## config.mk

```make
export PLATFORM = sky130hd
export DESIGN_NAME = ebalu_div_stage
export DESIGN_NICKNAME = d
export VERILOG_FILES = /design/src/sv/ebalu_div_stage.sv
export SDC_FILE = /design/constraint.sdc
export NUM_CORES = 1
export LEC_CHECK = 0
export BUFFER_PORTS_ARGS = -buffer_cell sky130_fd_sc_hd__buf_2
export CORE_AREA = 5 5 123 125
export DETAILED_ROUTE_END_ITERATION = 8
export DIE_AREA = 0 0 128 130
export PLACE_DENSITY = 0.69
export SLEW_MARGIN = 40
export SYNTH_ARGS = -nofsm -noshare
export SYNTH_HDL_FRONTEND = slang
export SYNTH_SLANG_ARGS = --single-unit
```

## constraint.sdc

```tcl
create_clock -name vclk -period 17.7
set_input_delay 4.425 -clock vclk [all_inputs]
set_output_delay 4.425 -clock vclk [all_outputs]
set_load 0.05 [all_outputs]
```

## src/sv/ebalu_div_stage.sv

```systemverilog
// One restoring division step: one quotient bit per pipeline stage.
// Depends on nothing.
module ebalu_div_stage #(
    parameter int W = 64
) (
    input  logic [W-1:0] i_rem,
    input  logic [W-1:0] i_quo,
    input  logic [W-1:0] i_dvs,
    output logic [W-1:0] o_rem,
    output logic [W-1:0] o_quo
);
    logic [W:0] w_trial, w_diff;
    logic       w_fit;

    assign w_trial = {i_rem, i_quo[W-1]};
    assign w_diff  = w_trial - {1'b0, i_dvs};
    assign w_fit   = w_trial >= {1'b0, i_dvs};
    assign o_rem   = w_fit ? w_diff[W-1:0] : w_trial[W-1:0];
    assign o_quo   = {i_quo[W-2:0], w_fit};
endmodule

```

Word-level counts from Yosys, hierarchy flattened
Cells that the tools add are included.
- output and inout bits: 128
- register bits: 0
- input bits: 192
- muxes and demuxes: 1
- magnitude comparators: 1
- add/subtract/negate cells: 1
- operators by type and width (kind ; number):
    $ge 65x64->1 ; 1
    $mux 64 ; 1
    $sub 64x64->64 ; 1

Longest topological paths before layout
- depth in word-level cells: 2
- mapped depth: 15

Least setup slack after synthesis
Ideal clock, no wire load.
- kind: input port to output port
- from: input port i_dvs[34]
- to: output port o_rem[0]
- data arrival time: 7.776 ns
- stages: 13
- data required time: 13.275 ns
- setup slack: 5.499 ns
- cells stage by stage: inv_1 ha_1 a21oi_2 o21bai_1 a21oi_1 o21ai_0 a221o_1 a41oi_2 o32ai_1 o311a_4 a31oi_4 buf_6 mux2i_1
- cells in the longest elaborated chain, start to end: 2
- RTL lines (item ; line ; text):
    from (decl) ; 8 ; input logic [W-1:0] i_dvs,
    $ge 65x64->1 ; 17 ; assign w_fit = w_trial >= {1'b0, i_dvs};
    $mux 64 ; 18 ; assign o_rem = w_fit ? w_diff[W-1:0] : w_trial[W-1:0];
    to (decl) ; 9 ; output logic [W-1:0] o_rem,
Every way passes these cells.

Worst setup path in the final report
- from: input port i_rem[3]
- to: output port o_rem[17]
- cells in the longest elaborated chain, start to end: 2
- RTL lines (item ; line ; text):
    from (decl) ; 6 ; input logic [W-1:0] i_rem,
    $sub 64x64->64 / $ge 65x64->1 (equally long branches) ; 16, 17 ;
    $mux 64 * ; 18 ;
Mark *: on every way between the ends. The rest lies on a longest branch, timed or not.

==> flow_summary.yaml <==
sta:
  slew_headroom_pct: 57.5
  hold_viol_final: 0
  fmax_mhz: 78.7
  grt_setup_unrepaired: "no"
  fin_ws_ns: 4.99
  tns_ns: 0
  fin_crit_ns: 12.71
  holdWs_ns: 8.85
  setup_viol: 0
  finalMaxSlewViolations: 0
  tightest_slew_ns: 0.636
  fin_crit_sh_pct: 71.8
cts:
  cts_setup_buffers: 0
  cts_hold_buf: 0
  cts.repair.resized: 0
yosys:
  yosysSeqAreaShare_pct: 0
  synth_top_area_cell: "ha_1"
  yosys.area.top_type_share_pct: 14.8
  synth_area_mm2: 0.00540
  syn_nets: 1042
  synth_area_leaders: "ha_1 (15%), mux2_1 (11%), buf_4 (8.9%), a21oi_1 (7.1%), inv_1 (5.9%)"
  netlist_instances: 785
  synth_cell_types: 62
  yosysWarnings: 0
  syn_avg_cell_area_um2: 6.88
grt:
  grt_pass1_vias: 5620
  grt_max_degree: 65
  grt_usage_pct: 18.4
  grt-ovfl-total: 0
  grt_first_pass_wirelength_um: 26200
  antenna_found_initial: 0
critical_path:
  crit_path_start: "i_rem[3]"
  slowest_delay_ns: 0.50
  required_ns: 13.28
  path_class: "in -> out"
  crit_chain: "buf_2, ha_1, a21o_1, a31oi_1, a21oi_1, o21ai_1, a21oi_1, a41oi_2, o32ai_1, o311a_4, a31oi_4, buf_6, mux2_1, buf_2"
  critPathArrivalTime_ns: 8.29
  slowest_stage: "buf_6"
  path_max_fanout: 64
  cp-end-kind: "output port"
  start_kind: "input pin"
  crit_buf_inv: 3
  cpLargestDelayFamily: "compound AO/OA/AOI/OAI gates"
layout:
  syn2layout_area_growth_pct: 10.3
  seq_cell_count: 0
  nClkBuffers: 0
  nNetsFinal: 1142
  drive_above_1_share_pct: 24.3
  n_antenna_cell: 0
  regArea_um2: 0
place:
  portBuffers: 194
  pre_cts_ws_ns: 4.79
  gp_congestion: 0.893
  hpwlAfterDp_um: 14300
detailed_routing:
  drc: 0
  dr_total_vias: 5779
  first_pass_iters: 5
  wl_per_cell_um: 15.6
  vias_per_cell: 5.44
  drt-total-wl_um: 16600
  ant_nets: 0
  drtIter0Drc: 394
floorplan:
  core-area_mm2: 0.0138
  die_height_um: 130
  start_util_pct: 39.2
  rows: 43
  die_w_um: 128
  dieArea_mm2: 0.0166
  num_io_pins: 320
pwr:
  peakVddDrop_uv: 37.8
  p_per_area_mw_per_mm2: 59.3
  leakage_nw: 3.08
  finalPower_mw: 0.353
run:
  cap_violations: 0
run_status:
  status: "completed"
min_path:
  worstHoldStart: "i_quo[10]"
  holdCritPathClass: "in -> out"
[final timing paths]
check / to / cells past startpoint
max: o_rem[17] / 14
min: o_quo[11] / 0
[synthesized netlist by cell type, drive strengths merged (2+ instances only)]
library cell / number
o21a: 5
a221o: 3
nor4: 6
a211oi: 4
nand2b: 6
a21o: 33
buf: 72
nor3: 9
a21boi: 4
a311oi: 2
clkbuf: 25
ha: 64
mux2: 60
o31ai: 4
o31a: 3
nand3: 14
o2111ai: 2
and3: 11
a31o: 3
mux2i: 3
xnor2: 35
nor2: 29
o211ai: 4
nand2: 69
nand4: 18
and2: 7
nor2b: 6
xor2: 24
a31oi: 14
o21bai: 10
a41oi: 2
a21oi: 80
o21ai: 48
a21bo: 2
o221ai: 2
inv: 85
[cell families after synthesis]
family | Yosys count | share of synthesized area [%]
muxes | 63 | 13.1
adders and majority gates | 65 | 15.2
xor gates and xnor gates | 59 | 9.57
and+or+nand+nor | 182 | 16.2
AOI/OAI and AO/OA | 234 | 28.0
buffers and inverters | 182 | 18.0
[where the power goes]
part	internal, mW	switching (mW)	leakage [nW]	total [mW]
registers	0	0	0	0
logic	0.113	0.240	3.08	0.353
clock network	0	0	0	0
[cell type report]
cell class	instances	area [um2]
well taps	180	225
fillers	1565	7820
inverters	85	319
repair buffers	195	982
multi-input cells	603	4430
[metal layers]
layer	part of all wire, %	vias up	track usage [%]
li1	-	2907	-
met1	45	2650	24.2
met2	47	186	32.3
met3	6.0	36	1.68
met4	2.5	0	4.43
met5	0	-	0
[placed cells by master, fill, tap and decap left out, types with 2 or more instances in the layout]
cell,n
o21ai_1,3
nand2_1,69
a221o_1,3
o211ai_1,4
a31oi_1,13
a21oi_1,77
o21bai_1,10
a21bo_2,2
nand2b_1,6
a21oi_2,3
nor2b_1,6
o31a_1,2
nor4_1,6
o21a_1,5
and2_1,7
ha_1,64
o221ai_1,2
a31o_2,3
a311oi_1,2
and3_1,11
inv_1,85
nand4_1,18
nor3_1,9
a21boi_0,3
mux2_2,5
xor2_1,24
a211oi_1,4
o2111ai_1,2
a21o_1,33
mux2_1,55
o31ai_1,4
mux2i_1,3
nor2_1,29
o21ai_0,45
xnor2_1,35
nand3_1,14
buf_2,194
[through the flow]
stage | std cells | util, % | cell area [um2]
3_3_place_gp | 1063 | 43.2 | 5950
6_report | 1063 | 43.3 | 5960
2_1_floorplan | 785 | - | 5400
5_1_grt | 1063 | 43.3 | 5960
4_1_cts | 1063 | 43.2 | 5950
3_5_place_dp | 1063 | 43.2 | 5950
Power figures use the tool's default switching activity.
