$ cat config.mk
export PLATFORM = sky130hd
export DESIGN_NAME = ebalu_prep
export DESIGN_NICKNAME = d
export VERILOG_FILES = /design/src/sv/ebalu_pkg.sv /design/src/sv/ebalu_prep.sv
export SDC_FILE = /design/constraint.sdc
export NUM_CORES = 1
export LEC_CHECK = 0
export BUFFER_PORTS_ARGS = -buffer_cell sky130_fd_sc_hd__buf_2
export CAP_MARGIN = 20
export CORE_AREA = 2 2 203 205
export DETAILED_ROUTE_END_ITERATION = 7
export DIE_AREA = 0 0 205 207
export MAX_ROUTING_LAYER = met4
export PLACE_DENSITY = 0.68
export SYNTH_ARGS = -nofsm -noshare
export SYNTH_HDL_FRONTEND = slang
export SYNTH_SLANG_ARGS = --single-unit
$ cat constraint.sdc
create_clock -name vclk -period 6.2
set_input_delay 0.62 -clock vclk [all_inputs]
set_output_delay 0.62 -clock vclk [all_outputs]
set_load 0.02 [all_outputs]
$ cat src/sv/ebalu_pkg.sv
// Shared constants and types of the elementwise binary ALU.
// Depends on nothing; ebalu_prep, the core and the bench take their names from here.
package ebalu_pkg;

    localparam int MAX_WIDTH_DEF = 64;

    // operation codes
    localparam logic [3:0] OP_ADD  = 4'd0;
    localparam logic [3:0] OP_SUB  = 4'd1;
    localparam logic [3:0] OP_MUL  = 4'd2;
    localparam logic [3:0] OP_DIV  = 4'd3;
    localparam logic [3:0] OP_MAX  = 4'd4;
    localparam logic [3:0] OP_MIN  = 4'd5;
    localparam logic [3:0] OP_AND  = 4'd6;
    localparam logic [3:0] OP_OR   = 4'd7;
    localparam logic [3:0] OP_XOR  = 4'd8;
    localparam logic [3:0] OP_GT   = 4'd9;
    localparam logic [3:0] OP_LT   = 4'd10;
    localparam logic [3:0] OP_GE   = 4'd11;
    localparam logic [3:0] OP_LE   = 4'd12;
    localparam logic [3:0] OP_EQ   = 4'd13;
    localparam logic [3:0] OP_NE   = 4'd14;
    localparam logic [3:0] OP_RSVD = 4'd15;   // undefined code, flagged unsupported

    // error codes
    localparam logic [1:0] ERR_OK    = 2'd0;
    localparam logic [1:0] ERR_DIV0  = 2'd1;
    localparam logic [1:0] ERR_UNSUP = 2'd2;

    // register indexes
    localparam logic [1:0] REG_OP     = 2'd0;
    localparam logic [1:0] REG_WCODE  = 2'd1;
    localparam logic [1:0] REG_SIGNED = 2'd2;

    localparam logic [2:0] WCODE_RESET = 3'd3;

    typedef struct packed {
        logic [3:0] op;
        logic [2:0] wcode;
        logic       sgn;
    } t_cfg;

    typedef struct packed {
        logic [3:0] op;
        logic       neg_q;
        logic [1:0] err;
    } t_ctl;

endpackage

$ cat src/sv/ebalu_prep.sv
// Front stage logic: masking, signed compare, simple ops, divider set-up.
// Depends on ebalu_pkg.
module ebalu_prep #(
    parameter int W = ebalu_pkg::MAX_WIDTH_DEF
) (
    input  ebalu_pkg::t_cfg i_cfg,
    input  logic [63:0]     i_lhs,
    input  logic [63:0]     i_rhs,
    output ebalu_pkg::t_ctl o_ctl,
    output logic [W-1:0]    o_mask,
    output logic [W-1:0]    o_a,
    output logic [W-1:0]    o_b,
    output logic [W-1:0]    o_simple,
    output logic [W-1:0]    o_mag_a,
    output logic [W-1:0]    o_mag_b
);
    logic         w_bool;
    logic [6:0]   w_ew;
    logic [W-1:0] w_sbit, w_a, w_b, w_ax, w_bx;
    logic         w_sgn, w_na, w_nb, w_lt_ab, w_lt_ba, w_anz, w_bnz;

    assign w_bool = i_cfg.wcode[2];
    assign w_ew   = w_bool ? 7'd1 : (7'd8 << i_cfg.wcode[1:0]);

    always_comb begin
        for (int i = 0; i < W; i++) begin
            o_mask[i] = 7'(i) < w_ew;
        end
    end

    assign w_sbit  = o_mask & ~(o_mask >> 1);
    assign w_sgn   = !w_bool && i_cfg.sgn;
    assign w_a     = i_lhs[W-1:0] & o_mask;
    assign w_b     = i_rhs[W-1:0] & o_mask;
    assign w_ax    = w_sgn ? (w_a ^ w_sbit) : w_a;
    assign w_bx    = w_sgn ? (w_b ^ w_sbit) : w_b;
    assign w_lt_ab = w_ax < w_bx;
    assign w_lt_ba = w_bx < w_ax;
    assign w_anz   = w_a != '0;
    assign w_bnz   = w_b != '0;
    assign w_na    = w_sgn && ((w_a & w_sbit) != '0);
    assign w_nb    = w_sgn && ((w_b & w_sbit) != '0);

    assign o_a     = w_a;
    assign o_b     = w_b;
    assign o_mag_a = w_na ? ((~w_a + W'(1)) & o_mask) : w_a;
    assign o_mag_b = w_nb ? ((~w_b + W'(1)) & o_mask) : w_b;

    always_comb begin
        unique case (i_cfg.op)
            ebalu_pkg::OP_ADD: o_simple = (w_a + w_b) & o_mask;
            ebalu_pkg::OP_SUB: o_simple = (w_a - w_b) & o_mask;
            ebalu_pkg::OP_MAX: o_simple = w_lt_ab ? w_b : w_a;
            ebalu_pkg::OP_MIN: o_simple = w_lt_ba ? w_b : w_a;
            ebalu_pkg::OP_AND: o_simple = W'(w_anz && w_bnz);
            ebalu_pkg::OP_OR:  o_simple = W'(w_anz || w_bnz);
            ebalu_pkg::OP_XOR: o_simple = W'(w_anz != w_bnz);
            ebalu_pkg::OP_GT:  o_simple = W'(w_lt_ba);
            ebalu_pkg::OP_LT:  o_simple = W'(w_lt_ab);
            ebalu_pkg::OP_GE:  o_simple = W'(!w_lt_ab);
            ebalu_pkg::OP_LE:  o_simple = W'(!w_lt_ba);
            ebalu_pkg::OP_EQ:  o_simple = W'(w_a == w_b);
            ebalu_pkg::OP_NE:  o_simple = W'(w_a != w_b);
            default:           o_simple = '0;
        endcase
    end

    always_comb begin
        o_ctl.op    = i_cfg.op;
        o_ctl.neg_q = w_na ^ w_nb;
        priority if (i_cfg.op == ebalu_pkg::OP_RSVD) begin
            o_ctl.err = ebalu_pkg::ERR_UNSUP;
        end else if (i_cfg.op <= ebalu_pkg::OP_DIV && w_bool) begin
            o_ctl.err = ebalu_pkg::ERR_UNSUP;
        end else if (i_cfg.op == ebalu_pkg::OP_DIV && !w_bnz) begin
            o_ctl.err = ebalu_pkg::ERR_DIV0;
        end else begin
            o_ctl.err = ebalu_pkg::ERR_OK;
        end
    end
endmodule

Word-level counts from Yosys, hierarchy flattened
Cells that the tools add are included.
- add/sub/neg operators: 4
- $lt $le $gt $ge: 67
- equal/unequal tests: 17
- shift-type cells: 1
- mux-type cells: 11
- bitwise logic cells: 15
- reduce and logical (&&, ||, !) cells: 16
- operators by type and width (cell ; number):
    $pmux W64 S13 ; 1
    $and A64 B64 Y64 ; 9
    $mux W64 ; 6
    $reduce_bool A64 Y1 ; 4
    $lt A6 B7 Y1 const A ; 32
    $add A64 B1 Y64 const B ; 2
    $lt A64 B64 Y1 ; 2
    $not A64 Y64 ; 2
    $xor A64 B64 Y64 ; 2
    $lt A5 B7 Y1 const A ; 16
    $add A64 B64 Y64 ; 1
    $eq A64 B64 Y1 ; 1
    $ne A64 B64 Y1 ; 1
    $not A63 Y64 ; 1
    $sub A64 B64 Y64 ; 1
    $lt A4 B7 Y1 const A ; 8
    $eq A4 B4 Y1 const B ; 8
    $lt A3 B7 Y1 const A ; 4
    $eq A4 B3 Y1 const B ; 4
    $lt A1 B7 Y1 const A ; 2
    $lt A2 B7 Y1 const A ; 2
    $mux W7 ; 1
    $shl A4 B2 Y7 const A ; 1
    $logic_and A1 B1 Y1 ; 6
    other kinds (10) ; 14
- flip-flop bits (word level): 0
- output and inout port bits: 391
- logic and storage cells: 131

Longest topological paths before layout
- depth after elaboration: 10
- mapped depth: 30
- gate-level depth less buffers: 21

Worst setup path before layout
OpenSTA, ideal clock, no wires.
- kind: input to output
- start: input i_cfg[3] (netlist bit)
- end: output o_simple[55]
- arrival time: 5.614 ns
- required time: 5.580 ns
- setup slack: -0.034 ns
- stages: 30
- cells stage by stage: nand2b_1 -> buf_4 -> inv_4 -> nand2_8 -> inv_2 -> buf_6 -> buf_2 -> buf_2 -> clkbuf_1 -> buf_2 -> buf_2 -> buf_2 -> nand2_1 -> inv_1 -> ha_1 -> nand2_1 -> o21ai_0 -> ha_1 -> a21oi_1 -> nor2_1 -> o21ai_0 -> a211oi_1 -> a211o_1 -> a211o_1 -> a211oi_2 -> mux2i_1 -> clkbuf_1 -> nor2_1 -> a21oi_1 -> o311ai_0
- cells in the longest elaborated chain, start to end: 9
- elaborated cells on any way between the ends: 84
- RTL lines (item ; RTL line ; source):
    from (decl) ; ebalu_prep.sv:6 ; input ebalu_pkg::t_cfg i_cfg,
    $mux W7 (*) ; ebalu_prep.sv:23 ; assign w_ew = w_bool ? 7'd1 : (7'd8 << i_cfg.wcode[1:0]);
    $lt A6 B7 Y1 (*) ; ebalu_prep.sv:27 ; o_mask[i] = 7'(i) < w_ew;
    via o_mask[56] ; ebalu_prep.sv:10 ; output logic [W-1:0] o_mask,
    $not A63 Y64 ; ebalu_prep.sv:31 ; assign w_sbit = o_mask & ~(o_mask >> 1);
    $and A64 B64 Y64 ; ebalu_prep.sv:31 ;
    $xor A64 B64 Y64 (on tied branches) ; ebalu_prep.sv:36, ebalu_prep.sv:35 ;
    $mux W64 (on tied branches) ; ebalu_prep.sv:36, ebalu_prep.sv:35 ;
    $lt A64 B64 Y1 (on tied branches) ; ebalu_prep.sv:38, ebalu_prep.sv:37 ;
    $mux W64 (on tied branches) ; ebalu_prep.sv:54, ebalu_prep.sv:53 ;
    $pmux W64 S13 (*) ; ebalu_prep.sv:50 ; unique case (i_cfg.op)
    to (decl) ; ebalu_prep.sv:13 ; output logic [W-1:0] o_simple,
The timed path passes the listed nets; every way through them passes the cells marked *.

Final worst setup path
- start: input i_cfg[2] (netlist bit)
- end: output o_simple[62]
- cells in the longest elaborated chain, start to end: 10
- elaborated cells on any way between the ends: 83
- RTL lines (item ; RTL line):
    $shl A4 B2 Y7 (*) ; ebalu_prep.sv:23
    $mux W7 (*) ; ebalu_prep.sv:23
    $lt A1 B7 Y1 (tied with other cells) ; ebalu_prep.sv:27
    $not A63 Y64 ; ebalu_prep.sv:31
    $and A64 B64 Y64 ; ebalu_prep.sv:31
    $xor A64 B64 Y64 (on tied branches) ; ebalu_prep.sv:36, ebalu_prep.sv:35
    $mux W64 (on tied branches) ; ebalu_prep.sv:36, ebalu_prep.sv:35
    $lt A64 B64 Y1 (on tied branches) ; ebalu_prep.sv:38, ebalu_prep.sv:37
    $mux W64 (on tied branches) ; ebalu_prep.sv:54, ebalu_prep.sv:53
    $pmux W64 S13 (*) ; ebalu_prep.sv:50
Mark *: on every way between the ends. The rest lies on a longest branch, timed or not.

==> reports/results.tsv <==
metric	value	unit
via_per_inst	6.29	
firstDrtPassIters	6	
cp_common_cell	a21oi_1	
start_util	41.3	%
use_met3	7.77	%
relSlewSlack	22.8	%
synth_cell_types	92	
fmax	0.163	GHz
postSynthCellCount	2705	
io_pins	527	
drive_above_1_share	23.0	%
worstPathCellList	buf_2 -> buf_4 -> or2_2 -> and3_1 -> ha_1 -> a21oi_1 -> inv_1 -> a2111oi_0 -> o31a_1 -> a21oi_1 -> a41o_1 -> a21oi_1 -> nor2_1 -> a211oi_1 -> xor2_1 -> o221ai_1 -> buf_2	
grt_util_met1	56.0	%
arrival	5.51	ns
fin_crit	6.13	ns
seq_area_frac_synth	0	%
rsz0062_at_grt	no	
area_delta_synth_final	22.4	%
dpl_cell_area	20400	um2
maxSlewViolCount	0	
status	complete, no violations	
crit_family	compound AO/OA/AOI/OAI gates	
core_area	40400	um2
setup.worst_path.class	in -> out	
min_delay_path_depth	2	
die_area	42400	um2
drt_iter0_drc	2952	
cp.depth	17	
antenna_found_initial	1	
fin_crit_sh	98.8	%
post_cts_buffers	0	
wl_per_cell	25.0	um
synth.avg_cell_area	6.16	um2
nClkBuffers	0	
place.gp.congestion	1.09	
rows	74	
crit_slowest_cell	a2111oi_0	
fin_setup_tns	0	ns
die_y	207	um
finalSetupViolCount	0	
nNetsFinal	3580	
max_cap_viol_count	0	
tightest_slew	1.15	ns
portBuffers	526	
multi_input_area	15000	um2
grt_pass1_vias	22100	
grt_max_degree	73	
use_met2	65.7	%
finalHoldViolations	0	
cp-start-kind	input pin	
die_w	205	um
worst-path-buf-inv	4	
design_area	20400	um2
regArea	0	um2
grt_pass1_wl	138	mm
top_usage_layer	met2	
ant_nets	0	
layout.sequential_cells	0	
hp-class	in -> out	
cp_max_fo	12	
worstPathRequired	5.58	ns
drcViolationCount	0	
slowest_delay	0.62	ns
num-fill-cells	4269	
yosys_warnings	0	
vias	23600	
grtUsageTotal	42.8	%
grt_overflow	0	
wirelength	93.6	mm
hpwlAfterDp	77.2	mm
crit_path_end_kind	output pin	
syn_area	16700	um2
repair_timing:
item,CTS,global route
setup endpoints to repair,0,16
hold buffers,0,0
gates resized for setup,0,10
Yosys cell counts (all sizes together), types with 24 or more instances:
library cell / instances / share of area (%)
nor2: 321 / 7.2
nand2: 305 / 7.0
a21oi: 265 / 8.0
inv: 233 / 5.3
ha: 229 / 17
o21ai: 181 / 5.4
clkbuf: 113 / 2.5
xnor2: 98 / 5.1
buf: 85 / 3.3
xor2: 79 / 4.2
nor3: 69 / 2.1
o221ai: 52 / 2.8
o31ai: 49 / 2.2
a21o: 48 / 2.2
nand3: 48 / 1.4
o21bai: 42 / 1.9
nor2b: 41 / 1.5
nor4: 41 / 1.7
and2: 38 / 1.4
or3: 36 / 1.4
mux2i: 29 / 1.7
nand4: 28 / 1.1
a211oi: 24 / 1.1
placed cells by master, fill, tap and decap left out, types with 12 or more instances in the layout:
cell	count
buf_2	526
nor2_1	318
nand2_1	303
a21oi_1	263
inv_1	231
ha_1	229
o21ai_0	178
buf_4	148
xnor2_1	98
xor2_1	79
nor3_1	65
o221ai_1	49
nand3_1	48
a21o_1	48
o31ai_1	47
o21bai_1	41
nor2b_1	40
nor4_1	38
and2_1	37
or3_1	32
mux2i_1	28
nand4_1	28
conb_1	28
a211oi_1	23
a31oi_1	22
nand2b_1	21
o211ai_1	20
and3_1	16
o21a_1	12
cell families after synthesis:
kind of cell | synth area share, %
adder cells (fa/ha/maj) | 17.4
multiplexers | 2.01
AND/OR/NAND/NOR | 28.3
buffers and inverters | 11.3
AO/OA/AOI/OAI | 31.6
XOR/XNOR | 9.30
other | 0.0450
cell type report:
class | count | share of cell area, %
Antenna cell | 1 | 0.0123
Inverter | 239 | 4.43
Multi-Input combinational cell | 2294 | 73.6
Tap cell | 532 | 3.26
Timing Repair Buffer | 678 | 18.7
through the flow:
step | utilization (%) | std cells | hold slack [ns] | setup slack (ns)
floorplan | - | 2731 | 1.35 | 0.0551
global placement | 50.4 | 3743 | 1.57 | 0.0962
detailed placement | 50.4 | 3743 | 1.57 | 0.0832
CTS | 50.4 | 3743 | 1.57 | 0.0794
global route | 50.5 | 3744 | 1.58 | 0.0000990
finish | 50.5 | 3744 | 1.57 | 0.0731
path summary, 6_finish.rpt:
path                  startpoint            to  slack [ns]
worst max-delay path    i_cfg[2]  o_simple[62]        0.07
worst min-delay path    i_cfg[5]      o_ctl[4]        1.57
metal layers:
layer  part of all wire, %  vias up  wire, um
met2                    44     1645     41300
met1                    41    11100     38200
met4                   4.3        0      3990
met5                     0        -         0
met3                    11      265     10000
li1                      -    10500         -
